--- config.mk ---
export PLATFORM = sky130hd
export DESIGN_NAME = bounded_undo_redo_history
export DESIGN_NICKNAME = d
export VERILOG_FILES = /design/src/design/burh_pkg.sv /design/src/design/burh_front.sv /design/src/design/burh_back.sv /design/src/design/bounded_undo_redo_history.sv
export SDC_FILE = /design/constraint.sdc
export NUM_CORES = 1
export LEC_CHECK = 0
export BUFFER_PORTS_ARGS = -buffer_cell sky130_fd_sc_hd__buf_4
export CAP_MARGIN = 20
export CORE_MARGIN = 5
export CORE_UTILIZATION = 55
export DETAILED_ROUTE_END_ITERATION = 10
export PLACE_DENSITY = 0.78
export SKIP_CTS_REPAIR_TIMING = 1
export SLEW_MARGIN = 5
export SYNTH_ARGS = -nofsm -noshare
export SYNTH_HDL_FRONTEND = slang
export SYNTH_SLANG_ARGS = --single-unit
--- constraint.sdc ---
create_clock -name clk -period 5.5 [get_ports clk]
set_clock_uncertainty 0.05 [all_clocks]
set_input_delay 1.1 -clock clk [delete_from_list [all_inputs] [get_ports clk]]
set_output_delay 1.1 -clock clk [all_outputs]
set_load 0.02 [all_outputs]
--- src/design/burh_pkg.sv ---
// ----------------------------------------------------------------------------
// burh_pkg
// Shared types and constants of the bounded undo/redo history block.
// ----------------------------------------------------------------------------
package burh_pkg;

	localparam int HIST_DEPTH  = 10;
	localparam int CNT_W       = $clog2(HIST_DEPTH + 1);
	localparam int IDX_W       = (HIST_DEPTH > 1) ? $clog2(HIST_DEPTH) : 1;
	localparam int QUEUE_DEPTH = 4;
	localparam int QPTR_W      = $clog2(QUEUE_DEPTH);
	localparam int QCNT_W      = $clog2(QUEUE_DEPTH + 1);

	localparam logic [7:0] CHAR_UNDO = 8'h55;
	localparam logic [7:0] CHAR_REDO = 8'h52;
	localparam logic [7:0] CHAR_LO_A = 8'h61;
	localparam logic [7:0] CHAR_LO_Z = 8'h7a;

	localparam logic [2:0] KIND_HIST       = 3'd0;
	localparam logic [2:0] KIND_HIST_EMPTY = 3'd1;
	localparam logic [2:0] KIND_REDO       = 3'd2;
	localparam logic [2:0] KIND_REDO_EMPTY = 3'd3;
	localparam logic [2:0] KIND_ERROR      = 3'd4;

	typedef enum logic [1:0] {
		OP_LETTER = 2'd0,
		OP_UNDO   = 2'd1,
		OP_REDO   = 2'd2,
		OP_END    = 2'd3
	} op_t;

	typedef struct packed {
		op_t        op;
		logic [7:0] letter;
	} q_item_t;

	typedef struct packed {
		logic    valid;
		q_item_t item;
	} q_head_t;

endpackage

--- src/design/burh_front.sv ---
// ----------------------------------------------------------------------------
// burh_front
// Accepts input items, classifies them into operations and queues them.
// ----------------------------------------------------------------------------
module burh_front (
	input  logic            clk,
	input  logic            arst_n,
	input  logic            start,
	input  logic            action,
	input  logic [7:0]      char_code,
	input  logic            pop,
	output logic            busy,
	output burh_pkg::q_head_t head
);
	import burh_pkg::*;

	q_item_t             entries_q [QUEUE_DEPTH];
	logic [QPTR_W-1:0]   wptr_q;
	logic [QPTR_W-1:0]   rptr_q;
	logic [QCNT_W-1:0]   count_q;
	logic                accept;
	logic                push;
	q_item_t             item;

	// Bytes that carry no operation are taken and dropped here.
	always_comb begin
		item.letter = char_code;
		item.op     = OP_LETTER;
		push        = 1'b0;
		if (action) begin
			item.op = OP_END;
			push    = accept;
		end else if (char_code == CHAR_UNDO) begin
			item.op = OP_UNDO;
			push    = accept;
		end else if (char_code == CHAR_REDO) begin
			item.op = OP_REDO;
			push    = accept;
		end else if (char_code >= CHAR_LO_A && char_code <= CHAR_LO_Z) begin
			push = accept;
		end
	end

	assign busy       = (count_q == QCNT_W'(QUEUE_DEPTH));
	assign accept     = start && !busy;
	assign head.valid = (count_q != '0);
	assign head.item  = entries_q[rptr_q];

	always_ff @(posedge clk or negedge arst_n) begin
		if (!arst_n) begin
			wptr_q  <= '0;
			rptr_q  <= '0;
			count_q <= '0;
		end else begin
			if (push) begin
				wptr_q <= wptr_q + QPTR_W'(1);
			end
			if (pop) begin
				rptr_q <= rptr_q + QPTR_W'(1);
			end
			if (push && !pop) begin
				count_q <= count_q + QCNT_W'(1);
			end else if (pop && !push) begin
				count_q <= count_q - QCNT_W'(1);
			end
		end
	end

	always_ff @(posedge clk) begin
		if (push) begin
			entries_q[wptr_q] <= item;
		end
	end

endmodule

--- src/design/burh_back.sv ---
// ----------------------------------------------------------------------------
// burh_back
// Holds the history and redo stacks, executes queued operations and
// sequences the dump of an end item one result per cycle.
// ----------------------------------------------------------------------------
module burh_back (
	input  logic                 clk,
	input  logic                 arst_n,
	input  burh_pkg::q_head_t    head,
	output logic                 pop,
	output logic                 strobe,
	output logic [2:0]           kind,
	output logic [7:0]           letter,
	output logic                 last
);
	import burh_pkg::*;

	typedef enum logic [2:0] {
		S_RUN  = 3'b001,
		S_HIST = 3'b010,
		S_REDO = 3'b100
	} state_t;

	state_t             state_q, state_d;
	logic [7:0]         hist_q [HIST_DEPTH];
	logic [7:0]         redo_q [HIST_DEPTH];
	logic [CNT_W-1:0]   hcnt_q, hcnt_d;
	logic [CNT_W-1:0]   rcnt_q, rcnt_d;
	logic [IDX_W-1:0]   idx_q, idx_d;
	logic               halted_q, halted_d;
	logic               h_push, h_pop, r_push, r_pop, r_clear, clear_all;
	logic [7:0]         h_in, r_in;
	logic               out_valid, out_last;
	logic [2:0]         out_kind;
	logic [7:0]         out_letter;
	logic               hist_end, redo_end;

	assign hist_end = (CNT_W'(idx_q) == hcnt_q - CNT_W'(1));
	assign redo_end = (CNT_W'(idx_q) == rcnt_q - CNT_W'(1));
	assign pop      = (state_q == S_RUN) && head.valid;

	always_comb begin
		state_d    = state_q;
		idx_d      = idx_q;
		halted_d   = halted_q;
		h_push     = 1'b0;
		h_pop      = 1'b0;
		r_push     = 1'b0;
		r_pop      = 1'b0;
		r_clear    = 1'b0;
		clear_all  = 1'b0;
		h_in       = head.item.letter;
		r_in       = hist_q[0];
		out_valid  = 1'b0;
		out_kind   = KIND_ERROR;
		out_letter = '0;
		out_last   = 1'b0;
		case (state_q)
			S_RUN: begin
				if (head.valid) begin
					if (head.item.op == OP_END) begin
						if (halted_q) begin
							clear_all = 1'b1;
						end else begin
							state_d = S_HIST;
							idx_d   = '0;
						end
					end else if (!halted_q) begin
						case (head.item.op)
							OP_UNDO: begin
								if (hcnt_q == '0) begin
									out_valid = 1'b1;
									out_last  = 1'b1;
									halted_d  = 1'b1;
								end else begin
									h_pop  = 1'b1;
									r_push = 1'b1;
								end
							end
							OP_REDO: begin
								if (rcnt_q == '0) begin
									out_valid = 1'b1;
									out_last  = 1'b1;
									halted_d  = 1'b1;
								end else begin
									r_pop  = 1'b1;
									h_push = 1'b1;
									h_in   = redo_q[0];
								end
							end
							OP_LETTER: begin
								r_clear = 1'b1;
								h_push  = 1'b1;
							end
							default: begin
							end
						endcase
					end
				end
			end
			S_HIST: begin
				out_valid = 1'b1;
				if (hcnt_q == '0) begin
					out_kind = KIND_HIST_EMPTY;
					state_d  = S_REDO;
					idx_d    = '0;
				end else begin
					out_kind   = KIND_HIST;
					out_letter = hist_q[idx_q];
					if (hist_end) begin
						state_d = S_REDO;
						idx_d   = '0;
					end else begin
						idx_d = idx_q + IDX_W'(1);
					end
				end
			end
			S_REDO: begin
				out_valid = 1'b1;
				if (rcnt_q == '0) begin
					out_kind  = KIND_REDO_EMPTY;
					out_last  = 1'b1;
					clear_all = 1'b1;
					state_d   = S_RUN;
				end else begin
					out_kind   = KIND_REDO;
					out_letter = redo_q[idx_q];
					if (redo_end) begin
						out_last  = 1'b1;
						clear_all = 1'b1;
						state_d   = S_RUN;
					end else begin
						idx_d = idx_q + IDX_W'(1);
					end
				end
			end
			default: begin
				state_d = S_RUN;
			end
		endcase
		if (clear_all) begin
			halted_d = 1'b0;
		end
	end

	always_comb begin
		hcnt_d = hcnt_q;
		if (clear_all) begin
			hcnt_d = '0;
		end else if (h_push) begin
			hcnt_d = (hcnt_q == CNT_W'(HIST_DEPTH)) ? hcnt_q : hcnt_q + CNT_W'(1);
		end else if (h_pop) begin
			hcnt_d = hcnt_q - CNT_W'(1);
		end
		rcnt_d = rcnt_q;
		if (clear_all || r_clear) begin
			rcnt_d = '0;
		end else if (r_push) begin
			rcnt_d = (rcnt_q == CNT_W'(HIST_DEPTH)) ? rcnt_q : rcnt_q + CNT_W'(1);
		end else if (r_pop) begin
			rcnt_d = rcnt_q - CNT_W'(1);
		end
	end

	always_ff @(posedge clk or negedge arst_n) begin
		if (!arst_n) begin
			state_q  <= S_RUN;
			hcnt_q   <= '0;
			rcnt_q   <= '0;
			idx_q    <= '0;
			halted_q <= 1'b0;
			strobe   <= 1'b0;
		end else begin
			state_q  <= state_d;
			hcnt_q   <= hcnt_d;
			rcnt_q   <= rcnt_d;
			idx_q    <= idx_d;
			halted_q <= halted_d;
			strobe   <= out_valid;
		end
	end

	always_ff @(posedge clk) begin
		kind   <= out_kind;
		letter <= out_letter;
		last   <= out_last;
		if (h_push) begin
			for (int i = 1; i < HIST_DEPTH; i++) begin
				hist_q[i] <= hist_q[i-1];
			end
			hist_q[0] <= h_in;
		end else if (h_pop) begin
			for (int i = 0; i < HIST_DEPTH - 1; i++) begin
				hist_q[i] <= hist_q[i+1];
			end
		end
		if (r_push) begin
			for (int i = 1; i < HIST_DEPTH; i++) begin
				redo_q[i] <= redo_q[i-1];
			end
			redo_q[0] <= r_in;
		end else if (r_pop) begin
			for (int i = 0; i < HIST_DEPTH - 1; i++) begin
				redo_q[i] <= redo_q[i+1];
			end
		end
	end

endmodule

--- src/design/bounded_undo_redo_history.sv ---
// ----------------------------------------------------------------------------
// bounded_undo_redo_history
// Bounded undo history of lowercase letters with a redo stack and a dump on
// each end item that does not follow an error.
// ----------------------------------------------------------------------------
// An item transfers when start is high and busy is low; busy rises only when
// the four-entry command queue is full. The execution unit executes each
// character as it reaches the queue head. Unless an error has halted the unit,
// an end item starts a dump of the history, then of the redo stack, each
// giving an empty marker when it is empty; the dump sequencer reads one
// stored entry per cycle. Results leave one per cycle, each valid for exactly
// one cycle with strobe high, and the receiver cannot stall them.
module bounded_undo_redo_history (
	input  logic       clk,
	input  logic       arst_n,
	input  logic       start,
	output logic       busy,
	input  logic       action,
	input  logic [7:0] char_code,
	output logic       strobe,
	output logic [2:0] kind,
	output logic [7:0] letter,
	output logic       last
);
	import burh_pkg::*;

	q_head_t head;
	logic    pop;

	burh_front u_front (
		.clk       (clk),
		.arst_n    (arst_n),
		.start     (start),
		.action    (action),
		.char_code (char_code),
		.pop       (pop),
		.busy      (busy),
		.head      (head)
	);

	burh_back u_back (
		.clk    (clk),
		.arst_n (arst_n),
		.head   (head),
		.pop    (pop),
		.strobe (strobe),
		.kind   (kind),
		.letter (letter),
		.last   (last)
	);

endmodule

==> qor.csv <==
metric,value,unit
slew_headroom,32.1,%
status,"finished, final reports clean",
final-hold-violation-count,0,
fin_util,61.3,%
num_rows,53,
start_kind,flip-flop,
viasPerCell,6.16,
syn_nets,783,
crit_path_max_fanout,61,
fin_tns_setup,0,ps
port_buffers,25,
synth_area,11700,sq um
io_pins,26,
power.density,607,nW/um^2
synth_cells,753,
root_buffer,clkbuf_16,
grt_pass1_vias,6657,
clkSlewWorstSetupHoldPaths,60,ps
dieArea,24300,sq um
drv_slew,0,
ir_drop,0.345,mV
cts_tree,done,
die-height,156,microns
endpoint_kind,flip-flop,
hpwl,15.2,mm
gp_congestion,0.837,
grt_pass1_wl,37.4,mm
yosysWarnings,0,
ys_seq_area_share,58.6,%
power,7800,uW
antenna_left,0,
tightest_slew,1020,ps
clk_latency,510,ps
path_cells,"mux4_2, ha_1, nor2_1, nand3_4, nor2_4, buf_4, mux2_2",
cp.required,5710,ps
start_util,55.8,%
drive_gt1_share,34.5,%
wl_per_cell,21.7,microns
clk_path_buf_depth,3,
ys_types,65,
antenna_found_initial,0,
grt_max_degree,74,
overflow,0,
postSynthAreaPerCell,15.5,sq um
ys.flop_type,edfxtp_1,
synth-edff-count,200,
rsz0062_at_grt,false,
fin_ws,1670,ps
crit_arrival,4050,ps
place_ws,1670,ps
firstDrtPassIters,5,
slowest_stage,dfrtp_1,
period_minus_slack,3830,ps
grtUsageTotal,19.2,%
finalNetCount,802,
nFillCells,1547,
cts_num_sinks,236,
num_antenna_cells,0,
cpPeakStageDelay,820,ps
max_freq,0.261,GHz
rrSetupSlack,1670,ps
wirelength,23.2,mm
crit_type,flip-flop to flip-flop,
p_leak,0.00424,uW
drtIter0Drc,519,
htreeDepth,1,
core,21000,sq um
drc,0,
holdWs,435,ps
area_delta_synth_final,10.0,%
async_flop_share,10.2,%
via_count,6570,
fin_crit_sh,69.7,%
cts_buffers,25,
drv_cap,0,
finalSetupViolations,0,
ys_seq_elements,236,
hold_path_class,flip-flop to flip-flop,
die_w,156,microns
## cells in the final DEF (no fill, tap or decap), drive strengths merged, types with 11 or more instances in the layout
cell	n
nand2	18
inv	17
buf	32
edfxtp	200
ha	17
nor3	17
a21oi	29
mux2i	33
mux4	42
nor2	30
clkinv	15
dfxtp	12
dfrtp	23
nand3	11
mux2	147
o21ai	13
clkbuf	28
xnor2	13
## cell families after synthesis
kind of cell	count (synthesis)	synth area share, %
multiplexers	222	25.1
buffers and inverters	56	2.45
XOR/XNOR	20	1.50
adder cells (fa/ha/maj)	18	1.99
flip-flops	236	58.6
AO/OA/AOI/OAI	78	4.25
AND/OR/NAND/NOR	123	6.10
## cell usage after synthesis, types with 5 or more instances
library cell	count	area [sq um]
buf_2	19	95.1
nand3_1	9	45.0
a21oi_1	28	140
inv_1	16	60.1
nor3_1	14	70.1
dfrtp_1	23	576
xor2_1	7	61.3
nor3b_1	5	37.5
nand4_1	6	37.5
dfxtp_1	12	240
nand2_1	18	67.6
o22ai_1	10	62.6
edfxtp_1	200	6010
nand2b_1	7	43.8
clkbuf_1	7	26.3
xnor2_1	13	114
mux4_2	42	946
mux2_2	142	1600
ha_1	17	213
nor2_1	28	105
o21ai_0	12	60.1
mux2_1	5	56.3
mux2i_1	33	330
buf_4	10	75.1
and2_1	6	37.5
## critical path, delay by kind of cell, from the launching register on
| family | cells | cell delay (ps) |
|---|---|---|
| simple gates | 3 | 720 |
| mux | 2 | 1050 |
| fa+ha+maj | 1 | 260 |
| buf+inv | 1 | 640 |
| flops | 1 | 820 |
## flip-flops by register name, summed over array words and instances (netlist names), 3 cells and up
signal,flops
u_back.hcnt_q,4
u_back.hist_q,80
u_back.idx_q,4
u_back.kind,3
u_back.letter,8
u_back.rcnt_q,4
u_back.redo_q,80
u_back.state_q,3
u_front.count_q,3
u_front.entries_q,40
## layout make-up
cell class | instances | area, sq um | area share, %
Timing Repair Buffer | 32 | 240 | 1.87
Clock inverter | 18 | 136 | 1.06
Clock buffer | 28 | 637 | 4.96
Multi-Input combinational cell | 461 | 4580 | 35.7
Inverter | 16 | 60.1 | 0.467
Tap cell | 275 | 344 | 2.68
Sequential cell | 236 | 6850 | 53.3
## metrics by stage
stage               std cells  area (sq um)
floorplan                 753         11700
global placement         1020         12100
detailed placement       1020         12100
CTS                      1066         12900
global route             1066         12900
finish                   1066         12900
## final timing paths
path | startpoint | end | cells after the start
max | u_front.rptr_q[0] | u_back.hist_q[8][7] | 7
min | u_back.hist_q[8][3] | u_back.hist_q[9][3] | 0
max reg2reg | u_front.rptr_q[0] | u_back.hist_q[8][7] | 7
min reg2reg | u_back.hist_q[8][3] | u_back.hist_q[9][3] | 0
max in group asynchronous | arst_n | u_back.state_q[0] | 1
min in group asynchronous | arst_n | u_front.wptr_q[1] | 1
## per-layer routing
layer / vias up / wire (microns) / GRT usage, %
met5: - / 0 / 0
met4: 0 / 441 / 4.42
met3: 34 / 1170 / 2.33
met2: 186 / 11200 / 30.9
met1: 3369 / 10400 / 28.6
li1: 2981 / - / -
## where the power goes
part / total (uW) / internal, uW / switching (uW)
clock network: 1600 / 925 / 673
registers: 3560 / 3010 / 547
logic: 2640 / 1270 / 1380
Note: power is estimated with default switching activity, not from simulation.
